===== src/hdl/lr_pkg.sv =====
// ----------------------------------------------------------------------------
// Line rasterizer package
// Opcodes, the colour width and the queue depth shared by the channels and the rasterizer modules.
// ----------------------------------------------------------------------------
package lr_pkg;

  localparam logic OP_LOAD = 1'b0;
  localparam logic OP_TICK = 1'b1;

  localparam int COLOUR_W    = 3;
  localparam int QUEUE_DEPTH = 2;

endpackage


===== src/hdl/lr_if.sv =====
// ----------------------------------------------------------------------------
// Line rasterizer channels
// Valid/ready channels for segment commands and for emitted pixels.
// ----------------------------------------------------------------------------
interface lr_in_if #(
  parameter int CW = 12
);
  import lr_pkg::*;

  logic                 valid;
  logic                 ready;
  logic                 opcode;
  logic signed [CW-1:0] x_start;
  logic signed [CW-1:0] y_start;
  logic signed [CW-1:0] x_end;
  logic signed [CW-1:0] y_end;
  logic [COLOUR_W-1:0]  colour;

  modport source (output valid, opcode, x_start, y_start, x_end, y_end, colour,
                  input ready);
  modport sink   (input valid, opcode, x_start, y_start, x_end, y_end, colour,
                  output ready);
endinterface

interface lr_out_if #(
  parameter int CW = 12
);
  import lr_pkg::*;

  logic                 valid;
  logic                 ready;
  logic signed [CW-1:0] pixel_x;
  logic signed [CW-1:0] pixel_y;
  logic [COLOUR_W-1:0]  pixel_colour;
  logic                 last;

  modport source (output valid, pixel_x, pixel_y, pixel_colour, last, input ready);
  modport sink   (input valid, pixel_x, pixel_y, pixel_colour, last, output ready);
endinterface


===== src/hdl/lr_front.sv =====
// ----------------------------------------------------------------------------
// Line rasterizer front end
// Accept commands, work out the major/minor axis setup for loads and push every command.
// ----------------------------------------------------------------------------
module lr_front #(
  parameter int CW    = 12,
  parameter int CMD_W = 5 * CW + 6
) (
  lr_in_if.sink            in_ch,
  output logic             cmd_push,
  output logic [CMD_W-1:0] cmd_data,
  input  logic             cmd_full
);
  import lr_pkg::*;

  typedef struct packed {
    logic                 is_load;
    logic                 major_is_y;
    logic signed [CW-1:0] major_start;
    logic signed [CW-1:0] major_stop;
    logic signed [CW-1:0] minor_start;
    logic [CW-1:0]        delta_major;
    logic signed [CW:0]   delta_minor;
    logic [COLOUR_W-1:0]  colour;
  } cmd_t;

  logic signed [CW:0]   dx, dy, adx, ady, dmaj_s, dmin_s;
  logic signed [CW:0]   dmaj_abs, dmin_adj;
  logic signed [CW-1:0] ms, me, ns, ne;
  logic                 major_y, flip;
  cmd_t                 cmd;

  assign in_ch.ready = !cmd_full;
  assign cmd_push    = in_ch.valid && !cmd_full;

  always_comb begin
    dx = {in_ch.x_end[CW-1], in_ch.x_end} - {in_ch.x_start[CW-1], in_ch.x_start};
    dy = {in_ch.y_end[CW-1], in_ch.y_end} - {in_ch.y_start[CW-1], in_ch.y_start};
    adx = dx[CW] ? -dx : dx;
    ady = dy[CW] ? -dy : dy;
    major_y = !(adx > ady);
    if (major_y) begin
      ms = in_ch.y_start; me = in_ch.y_end; ns = in_ch.x_start; ne = in_ch.x_end;
      dmaj_s = dy; dmin_s = dx;
    end else begin
      ms = in_ch.x_start; me = in_ch.x_end; ns = in_ch.y_start; ne = in_ch.y_end;
      dmaj_s = dx; dmin_s = dy;
    end
    flip     = dmaj_s[CW];
    dmaj_abs = flip ? -dmaj_s : dmaj_s;
    dmin_adj = flip ? -dmin_s : dmin_s;

    cmd.is_load     = (in_ch.opcode == OP_LOAD);
    cmd.major_is_y  = major_y;
    cmd.major_start = flip ? me : ms;
    cmd.major_stop  = flip ? ms : me;
    cmd.minor_start = flip ? ne : ns;
    cmd.delta_major = dmaj_abs[CW-1:0];
    cmd.delta_minor = dmin_adj;
    cmd.colour      = in_ch.colour;
  end

  assign cmd_data = cmd;

endmodule


===== src/hdl/lr_queue.sv =====
// ----------------------------------------------------------------------------
// Line rasterizer command queue
// Small FIFO that decouples the front end from the pixel stepper.
// ----------------------------------------------------------------------------
module lr_queue #(
  parameter int W     = 8,
  parameter int DEPTH = 2
) (
  input  logic         clk,
  input  logic         rst_n,
  input  logic         push,
  input  logic [W-1:0] push_data,
  output logic         full,
  input  logic         pop,
  output logic [W-1:0] pop_data,
  output logic         not_empty
);
  localparam int PW = (DEPTH > 1) ? $clog2(DEPTH) : 1;
  localparam int CNTW = $clog2(DEPTH + 1);

  logic [W-1:0]    mem_r [DEPTH];
  logic [PW-1:0]   wr_ptr_r, wr_ptr_nxt, rd_ptr_r, rd_ptr_nxt;
  logic [CNTW-1:0] count_r, count_nxt;

  assign full      = (count_r == CNTW'(DEPTH));
  assign not_empty = (count_r != '0);
  assign pop_data  = mem_r[rd_ptr_r];

  always_comb begin
    wr_ptr_nxt = wr_ptr_r;
    rd_ptr_nxt = rd_ptr_r;
    count_nxt  = count_r;
    if (push) begin
      wr_ptr_nxt = (wr_ptr_r == PW'(DEPTH - 1)) ? '0 : wr_ptr_r + PW'(1);
    end
    if (pop) begin
      rd_ptr_nxt = (rd_ptr_r == PW'(DEPTH - 1)) ? '0 : rd_ptr_r + PW'(1);
    end
    if (push && !pop) begin
      count_nxt = count_r + CNTW'(1);
    end else if (pop && !push) begin
      count_nxt = count_r - CNTW'(1);
    end
  end

  always_ff @(posedge clk) begin
    if (!rst_n) begin
      wr_ptr_r <= '0;
      rd_ptr_r <= '0;
      count_r  <= '0;
    end else begin
      wr_ptr_r <= wr_ptr_nxt;
      rd_ptr_r <= rd_ptr_nxt;
      count_r  <= count_nxt;
    end
  end

  always_ff @(posedge clk) begin
    if (push) begin
      mem_r[wr_ptr_r] <= push_data;
    end
  end

  a_no_overflow: assert property (@(posedge clk) disable iff (!rst_n)
    full && !pop |-> !push)
    else $error("queue written while full");

  a_no_underflow: assert property (@(posedge clk) disable iff (!rst_n)
    !not_empty |-> !pop)
    else $error("queue read while empty");

endmodule


===== src/hdl/lr_back.sv =====
// ----------------------------------------------------------------------------
// Line rasterizer back end
// Hold the current segment, step the major axis once per tick and keep the
// minor coordinate as quotient and remainder over the major delta.
// ----------------------------------------------------------------------------
module lr_back #(
  parameter int CW    = 12,
  parameter int CMD_W = 5 * CW + 6
) (
  input  logic             clk,
  input  logic             rst_n,
  input  logic             cmd_valid,
  input  logic [CMD_W-1:0] cmd_data,
  output logic             cmd_pop,
  lr_out_if.source         out_ch
);
  import lr_pkg::*;

  typedef struct packed {
    logic                 is_load;
    logic                 major_is_y;
    logic signed [CW-1:0] major_start;
    logic signed [CW-1:0] major_stop;
    logic signed [CW-1:0] minor_start;
    logic [CW-1:0]        delta_major;
    logic signed [CW:0]   delta_minor;
    logic [COLOUR_W-1:0]  colour;
  } cmd_t;

  cmd_t cmd;

  logic                 active_r, active_nxt;
  logic                 major_is_y_r;
  logic signed [CW-1:0] major_pos_r, major_stop_r;
  logic signed [CW-1:0] quo_r;
  logic [CW-1:0]        rem_r;
  logic [CW-1:0]        dmaj_r;
  logic signed [CW:0]   dmin_r;
  logic [COLOUR_W-1:0]  colour_r;

  logic                 out_valid_r, out_valid_nxt;
  logic signed [CW-1:0] out_x_r, out_y_r;
  logic [COLOUR_W-1:0]  out_colour_r;
  logic                 out_last_r;

  logic                 out_free, emit, fin;
  logic signed [CW:0]   major_next, stop_ext;
  logic signed [CW+1:0] rem_sum, dmaj_ext;
  logic signed [CW-1:0] minor;
  logic signed [CW-1:0] quo_step;
  logic [CW-1:0]        rem_step;

  assign cmd = cmd_t'(cmd_data);

  assign out_free = !out_valid_r || out_ch.ready;
  assign cmd_pop  = cmd_valid && (cmd.is_load || !active_r || out_free);
  assign emit     = cmd_pop && !cmd.is_load && active_r;

  always_comb begin
    major_next = {major_pos_r[CW-1], major_pos_r} + (CW+1)'(1);
    stop_ext   = {major_stop_r[CW-1], major_stop_r};
    fin        = (major_next >= stop_ext);
    minor      = quo_r + {{(CW-1){1'b0}}, (quo_r[CW-1] && (rem_r != '0))};

    rem_sum  = $signed({2'b00, rem_r}) + {dmin_r[CW], dmin_r};
    dmaj_ext = $signed({2'b00, dmaj_r});
    if (rem_sum >= dmaj_ext) begin
      rem_step = CW'(rem_sum - dmaj_ext);
      quo_step = quo_r + {{(CW-1){1'b0}}, 1'b1};
    end else if (rem_sum[CW+1]) begin
      rem_step = CW'(rem_sum + dmaj_ext);
      quo_step = quo_r - {{(CW-1){1'b0}}, 1'b1};
    end else begin
      rem_step = rem_sum[CW-1:0];
      quo_step = quo_r;
    end

    active_nxt = active_r;
    if (cmd_pop && cmd.is_load) begin
      active_nxt = (cmd.delta_major != '0);
    end else if (emit && fin) begin
      active_nxt = 1'b0;
    end

    out_valid_nxt = out_valid_r;
    if (emit) begin
      out_valid_nxt = 1'b1;
    end else if (out_ch.ready) begin
      out_valid_nxt = 1'b0;
    end
  end

  always_ff @(posedge clk) begin
    if (!rst_n) begin
      active_r    <= 1'b0;
      out_valid_r <= 1'b0;
    end else begin
      active_r    <= active_nxt;
      out_valid_r <= out_valid_nxt;
    end
  end

  always_ff @(posedge clk) begin
    if (cmd_pop && cmd.is_load) begin
      major_is_y_r <= cmd.major_is_y;
      major_pos_r  <= cmd.major_start;
      major_stop_r <= cmd.major_stop;
      quo_r        <= cmd.minor_start;
      rem_r        <= '0;
      dmaj_r       <= cmd.delta_major;
      dmin_r       <= cmd.delta_minor;
      colour_r     <= cmd.colour;
    end else if (emit) begin
      major_pos_r <= major_next[CW-1:0];
      quo_r       <= quo_step;
      rem_r       <= rem_step;
    end
  end

  always_ff @(posedge clk) begin
    if (emit) begin
      out_x_r      <= major_is_y_r ? minor : major_pos_r;
      out_y_r      <= major_is_y_r ? major_pos_r : minor;
      out_colour_r <= colour_r;
      out_last_r   <= fin;
    end
  end

  assign out_ch.valid        = out_valid_r;
  assign out_ch.pixel_x      = out_x_r;
  assign out_ch.pixel_y      = out_y_r;
  assign out_ch.pixel_colour = out_colour_r;
  assign out_ch.last         = out_last_r;

  a_rem_in_range: assert property (@(posedge clk) disable iff (!rst_n)
    active_r |-> (rem_r < dmaj_r))
    else $error("minor remainder out of range");

  a_last_ends_segment: assert property (@(posedge clk) disable iff (!rst_n)
    emit && fin |=> !active_r && out_ch.valid && out_ch.last)
    else $error("final pixel did not end the segment");

  a_no_emit_while_stalled: assert property (@(posedge clk) disable iff (!rst_n)
    out_valid_r && !out_ch.ready |-> !emit)
    else $error("pixel emitted over a held pixel");

  a_degenerate_idle: assert property (@(posedge clk) disable iff (!rst_n)
    cmd_pop && cmd.is_load && (cmd.delta_major == '0) |=> !active_r)
    else $error("degenerate segment left active");

endmodule


===== src/hdl/line_rasterizer.sv =====
// ----------------------------------------------------------------------------
// Line rasterizer
// Walks a line segment along its major axis, one pixel per tick command.
//
// in_ch carries commands: opcode OP_LOAD latches two endpoints and a colour
// and emits nothing; opcode OP_TICK emits the next pixel of the segment, or
// nothing once the segment is exhausted or was degenerate. out_ch carries
// pixels with the latched colour; last marks the final pixel.
// A transaction on in_ch enters a two-entry command queue; the stepper takes
// one command per cycle unless a held pixel stops a tick. A tick's pixel
// goes through the queue and the output register to out_ch. Sustained
// throughput is one pixel per cycle while out_ch is ready. A load is popped
// too but emits no pixel. The minor coordinate is kept as quotient and
// remainder over the major delta, updated by one add and compare per pixel.
// When out_ch stalls, the held pixel stays in the output register, the
// stepper stops on the next tick, and in_ch drops ready once the queue fills.
// Reset clears the queue, the output valid flag and the active segment.
// ----------------------------------------------------------------------------
module line_rasterizer #(
  parameter int COORD_WIDTH = 12
) (
  input  logic      clk,
  input  logic      rst_n,
  lr_in_if.sink     in_ch,
  lr_out_if.source  out_ch
);
  import lr_pkg::*;

  localparam int CMD_W = 5 * COORD_WIDTH + 3 + COLOUR_W;

  logic             cmd_push, cmd_full, cmd_pop, cmd_valid;
  logic [CMD_W-1:0] cmd_in, cmd_out;

  lr_front #(
    .CW    (COORD_WIDTH),
    .CMD_W (CMD_W)
  ) u_front (
    .in_ch    (in_ch),
    .cmd_push (cmd_push),
    .cmd_data (cmd_in),
    .cmd_full (cmd_full)
  );

  lr_queue #(
    .W     (CMD_W),
    .DEPTH (QUEUE_DEPTH)
  ) u_queue (
    .clk       (clk),
    .rst_n     (rst_n),
    .push      (cmd_push),
    .push_data (cmd_in),
    .full      (cmd_full),
    .pop       (cmd_pop),
    .pop_data  (cmd_out),
    .not_empty (cmd_valid)
  );

  lr_back #(
    .CW    (COORD_WIDTH),
    .CMD_W (CMD_W)
  ) u_back (
    .clk       (clk),
    .rst_n     (rst_n),
    .cmd_valid (cmd_valid),
    .cmd_data  (cmd_out),
    .cmd_pop   (cmd_pop),
    .out_ch    (out_ch)
  );

endmodule

===== src/flat_wrapper.sv =====
// flat-port wrapper written by rule: the top's interface ports become plain ports
module line_rasterizer_flat import lr_pkg::*;
#(
  parameter int COORD_WIDTH = 12
)
  (clk, rst_n, in_ch_valid, in_ch_opcode, in_ch_x_start, in_ch_y_start, in_ch_x_end, in_ch_y_end, in_ch_colour, in_ch_ready, out_ch_valid, out_ch_pixel_x, out_ch_pixel_y, out_ch_pixel_colour, out_ch_last, out_ch_ready);
  lr_in_if in_ch_i ();
  lr_out_if out_ch_i ();
  input  logic clk;
  input  logic rst_n;
  input wire logic [$bits(in_ch_i.valid)-1:0] in_ch_valid;
  input wire logic [$bits(in_ch_i.opcode)-1:0] in_ch_opcode;
  input wire logic [$bits(in_ch_i.x_start)-1:0] in_ch_x_start;
  input wire logic [$bits(in_ch_i.y_start)-1:0] in_ch_y_start;
  input wire logic [$bits(in_ch_i.x_end)-1:0] in_ch_x_end;
  input wire logic [$bits(in_ch_i.y_end)-1:0] in_ch_y_end;
  input wire logic [$bits(in_ch_i.colour)-1:0] in_ch_colour;
  output wire logic [$bits(in_ch_i.ready)-1:0] in_ch_ready;
  output wire logic [$bits(out_ch_i.valid)-1:0] out_ch_valid;
  output wire logic [$bits(out_ch_i.pixel_x)-1:0] out_ch_pixel_x;
  output wire logic [$bits(out_ch_i.pixel_y)-1:0] out_ch_pixel_y;
  output wire logic [$bits(out_ch_i.pixel_colour)-1:0] out_ch_pixel_colour;
  output wire logic [$bits(out_ch_i.last)-1:0] out_ch_last;
  input wire logic [$bits(out_ch_i.ready)-1:0] out_ch_ready;
  assign in_ch_i.valid = in_ch_valid;
  assign in_ch_i.opcode = in_ch_opcode;
  assign in_ch_i.x_start = in_ch_x_start;
  assign in_ch_i.y_start = in_ch_y_start;
  assign in_ch_i.x_end = in_ch_x_end;
  assign in_ch_i.y_end = in_ch_y_end;
  assign in_ch_i.colour = in_ch_colour;
  assign in_ch_ready = in_ch_i.ready;
  assign out_ch_valid = out_ch_i.valid;
  assign out_ch_pixel_x = out_ch_i.pixel_x;
  assign out_ch_pixel_y = out_ch_i.pixel_y;
  assign out_ch_pixel_colour = out_ch_i.pixel_colour;
  assign out_ch_last = out_ch_i.last;
  assign out_ch_i.ready = out_ch_ready;
  line_rasterizer #(.COORD_WIDTH(COORD_WIDTH)) u_core (.clk(clk), .rst_n(rst_n), .in_ch(in_ch_i), .out_ch(out_ch_i));
endmodule

===== config.mk =====
export PLATFORM = sky130hd
export DESIGN_NAME = line_rasterizer_flat
export DESIGN_NICKNAME = d
export VERILOG_FILES = /design/src/hdl/lr_pkg.sv /design/src/hdl/lr_if.sv /design/src/hdl/lr_front.sv /design/src/hdl/lr_queue.sv /design/src/hdl/lr_back.sv /design/src/hdl/line_rasterizer.sv /design/src/flat_wrapper.sv
export SDC_FILE = /design/constraint.sdc
export NUM_CORES = 1
export LEC_CHECK = 0
export BUFFER_PORTS_ARGS = -buffer_cell sky130_fd_sc_hd__buf_2
export CAP_MARGIN = 10
export CORE_MARGIN = 1.5
export CORE_UTILIZATION = 67
export DETAILED_ROUTE_END_ITERATION = 8
export GPL_TIMING_DRIVEN = 0
export PLACE_DENSITY = 0.86
export SYNTH_ARGS = -nofsm -noshare
export SYNTH_HDL_FRONTEND = slang
export SYNTH_SLANG_ARGS = --single-unit

===== constraint.sdc =====
create_clock -name clk -period 14.6 [get_ports clk]
set_clock_uncertainty 0.15 [all_clocks]
set_input_delay 2.92 -clock clk [delete_from_list [all_inputs] [get_ports clk]]
set_output_delay 2.92 -clock clk [all_outputs]
set_load 0.1 [all_outputs]

# Yosys cells after proc, flatten, opt, wreduce, memory -nomap -nowiden
# Memory sizes are Yosys's and may differ from the RTL's. A register that Yosys moved wholly into a read port is not among the register bits.
# Cells that the tools add are included.
dict set report totals {
  register_bits 111
  ram_bits 132
  inputBits 56
  out_inout_bits 30
  n_memories 1
}
dict set report classes {
  addsub 17
  order_cmp 3
  n_eq_ne 1
  mux 35
  bitwise 1
  reduce_logical 28
}
# memory words width read_ports rd_ports_with_merged_regs wr line_no
set mem_list {}
lappend mem_list {u_core.u_queue.mem_r 2 66 1 1 1 lr_queue.sv:21} ;# logic [W-1:0] mem_r [DEPTH];
# cell n
set op_table {}
lappend op_table {{$mux W12} 18}
lappend op_table {{$mux W13} 5}
lappend op_table {{$neg A13 Y13} 3}
lappend op_table {{$sub A12 B12 Y13} 2}
lappend op_table {{$reduce_bool A12 Y1} 2}
lappend op_table {{$add A13 B13 Y14} 1}
lappend op_table {{$ge A14 B13 Y1} 1}
lappend op_table {{$add A12 B2 Y13 const B} 1}
lappend op_table {{$ge A13 B12 Y1} 1}
lappend op_table {{$gt A13 B13 Y1} 1}
lappend op_table {{$add A12 B1 Y12} 1}
lappend op_table {{$add A12 B1 Y12 const B} 1}
lappend op_table {{$add A12 B12 Y12} 1}
lappend op_table {{$neg A12 Y12} 1}
lappend op_table {{$sub A12 B1 Y12 const B} 1}
lappend op_table {{$sub A12 B12 Y12} 1}
lappend op_table {{$mux W1} 10}
lappend op_table {{$reduce_bool A2 Y1} 5}
lappend op_table {{$logic_and A1 B1 Y1} 9}
lappend op_table {{$logic_not A1 Y1} 7}
lappend op_table {{$mux W2} 2}
lappend op_table {{$logic_or A1 B1 Y1} 3}
lappend op_table {{$reduce_bool A3 Y1} 1}
lappend op_table {{$add A1 B1 Y1 const B} 2}
lappend op_table {{other kinds (5)} 5}

# Depth between registers and ports, before layout
dict set report logic_depth {
  depth_word 9
  mapped_depth 29
  mapped_depth_nobuf 25
}

# By module
# Synthesis repeated with hierarchy kept, for this count alone.
dict set report unflattened {
  hier_cells 1550
  area_unflattened_um2 16118.0
}
# mod n_inst cells_per_inst area_per_inst_um2 seq_area_each_um2
set modules_own_cells {}
lappend modules_own_cells {lr_back 1 659 6902.9 3072.9}
lappend modules_own_cells {lr_queue 1 227 4994.8 4063.9}
lappend modules_own_cells {lr_front 1 664 4220.3 0.0}

# Worst setup path after synthesis
# No wires, ideal clock.
dict set report synth_path {
  path_kind {input-to-reg}
  start {in in_ch_x_end[0]}
  end {mem u_core.u_queue.mem_r[0][15] (netlist name) (data pin)}
  setup_time_ps 279
  arrival_time_ps 8397
  setup_slack_ps 5774
  path_stages 29
  path_buffers 5
  path_cell_list {inv_1 ha_1 fa_1 nand2b_1 a21bo_2 a211oi_1 o21ai_0 a21oi_1 clkbuf_1 a21oi_1 xor2_1 ha_1 nand3_1 o21bai_1 a31oi_1 o21bai_1 a221o_1 buf_2 buf_2 buf_2 buf_2 nor2_1 a21o_1 ha_1 nor4bb_1 mux2i_1 a2111oi_4 a21o_1 a221oi_2}
}
dict set report synth_via {
  elab_chain_len 7
  word_cells_on_any_way 8
}
# item line_no
set synth_lines {}
lappend synth_lines {{from (decl)} flat_wrapper.sv:15} ;# input wire logic [$bits(in_ch_i.x_end)-1:0] in_ch_x_end;
lappend synth_lines {{$sub A12 B12 Y13 *} lr_front.sv:37} ;# dx = {in_ch.x_end[CW-1], in_ch.x_end} - {in_ch.x_start[CW-1], in_ch.x_start};
lappend synth_lines {{$neg A13 Y13} lr_front.sv:39} ;# adx = dx[CW] ? -dx : dx;
lappend synth_lines {{$mux W13} lr_front.sv:39}
lappend synth_lines {{$gt A13 B13 Y1} lr_front.sv:41} ;# major_y = !(adx > ady);
lappend synth_lines {{$mux W13} lr_front.sv:42} ;# if (major_y) begin
lappend synth_lines {{$neg A13 Y13} lr_front.sv:51} ;# dmin_adj = flip ? -dmin_s : dmin_s;
lappend synth_lines {{$mux W13 *} lr_front.sv:51}
lappend synth_lines {{net u_core.cmd_in[15]} line_rasterizer.sv:32} ;# logic [CMD_W-1:0] cmd_in, cmd_out;
lappend synth_lines {{to (decl)} lr_queue.sv:21}
# Mark *: on every way through the listed nets, which the timed path passes. The rest lies on a longest branch.

# Worst setup path after layout
dict set report layout_path {
  start {in in_ch_x_end[0]}
  end {mem u_core.u_queue.mem_r[1][15] (netlist name) (data pin)}
}
# Same word-level chain as after synthesis.

==> impl_metrics.yaml <==
setup_path:
  max_stage_delay_ps: 680
  startpoint_type: "input pin"
  cp_top_family: "compound AO/OA/AOI/OAI gates"
  cp.required_ps: 14740
  reg2reg_from: "u_core.u_back.dmin_r[0]"
  cp_num_cells: 27
  critPathArrivalTime_ps: 9980
  reg2reg_to: "u_core.u_back.quo_r[10]"
  critPathLaunch: "in_ch_x_end[0]"
  cp-endpoint: "u_core.u_queue.mem_r[1][15]"
  critical_path_buf_inv_count: 7
  worst-path-max-fanout: 10
  worstSetupEndpointType: "flip-flop"
  r2r_slack_ps: 7590
  critPathSlowestCell: "a21oi_1"
  reg2reg_depth: 26
  crit_type: "in2reg"
  path_common_cell: "buf_2"
global_route:
  grt_pass1_vias: 11700
  antenna_found_initial: 0
  grt_pass1_wl_mm: 61.5
  grt_usage_pct: 32.6
  grt_max_degree: 67
  overflow: 0
sta:
  relSlewSlack_pct: 37.5
  fmax_mhz: 102
  worst_pin_slew_ps: 937
  period_minus_slack_ps: 9830
  maxSlewViolCount: 0
  rsz0062_at_grt: "false"
  whs_ps: 288
  setup_tns_ps: 0
  hold_viol_final: 0
  setup_viol_count_final: 0
  period_share_pct: 67.4
synth:
  syn_area_mm2: 0.0156
  synth.distinct_cells: 82
  syn_avg_cell_area_um2: 10.7
  ys.flop_type: "edfxtp_1"
  synth_edf_count: 225
  ys_ff_latch: 244
  ys_seq_area_share_pct: 45.7
  synth_area_leader_cell: "edfxtp_1"
  yosys_warnings: 0
  synth.area.top_cells: "edfxtp_1, ha_1, mux2_2"
  synth_top_cell_area_share_pct: 43.3
  synthArstFlopShare_pct: 0
  syn_inst: 1456
  syn_nets: 1622
clock_network:
  cts.clk_slew.worst_paths_ps: 70
  hold_buffers: 0
  cts_buffer_depth: 3
  cts_made_buffers: 23
  cts.htree.levels: 1
  cts_sinks: 244
  cts_resized: 0
  tritoncts: "done"
  root_buffer: "clkbuf_16"
  post_cts_buffers: 0
  clkLatencyLatePin_ps: 510
die:
  die_x_um: 156
  ios: 86
  dieArea_mm2: 0.0242
  placementRows: 55
  die_h_um: 156
  initial_core_util_pct: 68.5
  fp.coreArea_mm2: 0.0228
route:
  drtIter0Drc: 1064
  drc: 0
  drt_pre_antenna_iters: 6
  routedWlPerCell_um: 20.4
  viasPerCell: 6.31
  routed_wl_mm: 38.8
  final_antenna_net_count: 0
  vias: 12000
cells_and_area:
  final_common_cell: "edfxtp_1"
  drive_gt1_share_pct: 15.9
  finalNonFillerCells: 1899
  fillCellCount: 1467
  final_cell_mix: "edfxtp_1, nor2_1, a21oi_1"
  diodes: 0
  syn_to_final_growth_pct: 10.7
  final_net_count: 1736
  final_core_util_pct: 75.8
hold_path:
  hp-class: "reg2reg"
placement:
  place_inst: 1858
  port_buffers: 85
  dp_hpwl_mm: 28.6
  gp_congestion: 1.00
power:
  powerDensity_mw_per_mm2: 257
  p_leak_nw: 6.92
  peakVddDrop_v: 0.000101
run:
  maxCapViolCount: 0
status:
  status: "finished clean"
==> how the worst min path moves through the flow <==
stage | endpoint | start | cells past startpoint
floorplan | u_core.u_back.out_ch.pixel_colour[0] | u_core.u_back.colour_r[0] | 0
global placement | u_core.u_back.out_ch.pixel_colour[0] | u_core.u_back.colour_r[0] | 0
detailed placement | u_core.u_back.out_ch.pixel_colour[2] | u_core.u_back.colour_r[2] | 0
CTS | u_core.u_back.out_ch.pixel_colour[0] | u_core.u_back.colour_r[0] | 0
global route | u_core.u_back.out_ch.pixel_colour[0] | u_core.u_back.colour_r[0] | 0
finish | u_core.u_back.out_ch.pixel_colour[0] | u_core.u_back.colour_r[0] | 0
==> stage by stage <==
| step | cell area (um^2) | total power, mW | setup WS, ps |
|---|---|---|---|
| after floorplan | 15600 | 3.14 | 5770 |
| after global placement | 16400 | 3.63 | 4520 |
| after detailed placement | 16500 | 3.74 | 4380 |
| after CTS | 17300 | 4.38 | 4900 |
| after global routing | 17300 | 4.71 | 4320 |
| final | 17300 | 4.44 | 4770 |
==> synthesized netlist by cell type, drive strengths merged, types with 31 or more instances <==
cell type	n
clkbuf	31
ha	104
xnor2	65
nand2	66
a21oi	126
inv	88
nor2	129
edfxtp	225
mux2	72
xor2	39
mux2i	79
o21ai	65
==> state kept, by name (all words and copies together), names as in the netlist, 2 cells and up, named ones only <==
| signal | count |
|---|---|
| u_core.u_back.major_pos_r | 12 |
| u_core.u_back.rem_r | 12 |
| u_core.u_queue.mem_r | 132 |
| u_core.u_back.colour_r | 3 |
| u_core.u_back.dmin_r | 13 |
| u_core.u_back.dmaj_r | 12 |
| u_core.u_back.out_ch.pixel_colour | 3 |
| u_core.u_back.quo_r | 12 |
| u_core.u_queue.count_r | 2 |
| u_core.u_back.out_ch.pixel_x | 12 |
| u_core.u_back.major_stop_r | 12 |
| u_core.u_back.out_ch.pixel_y | 12 |
==> power breakdown <==
group	internal (mW)	switching (mW)
Sequential	1.19	0.118
Clock	0.349	0.253
Combinational	0.984	1.55
==> routing by layer <==
layer | GRT usage, % | share of wire [%]
met5 | 0 | 0
met4 | 15.2 | 4.9
met3 | 2.94 | 7.2
met2 | 54.3 | 47
met1 | 43.4 | 41
==> logic make-up (layout without fill, tap and decap cells) <==
kind of cell	Yosys count	after routing	share of synthesized area [%]
compound gates	335	335	13.6
xor+xnor	104	104	5.93
fa+ha+maj	110	110	9.11
buf+inv	146	276	3.68
flops	244	244	45.7
mux	151	151	10.3
simple gates	366	366	11.6
==> area by class of cell <==
type	instances	area (um^2)	area share, %
multi-input combinational	1066	7910	45.8
sequential	244	7140	41.3
clock buffer	28	604	3.50
timing repair buffer	89	500	2.90
tap	313	392	2.27
inverter	88	330	1.91
buffer	58	246	1.43
clock inverter	13	151	0.877
Power figures use the tool's default switching activity.
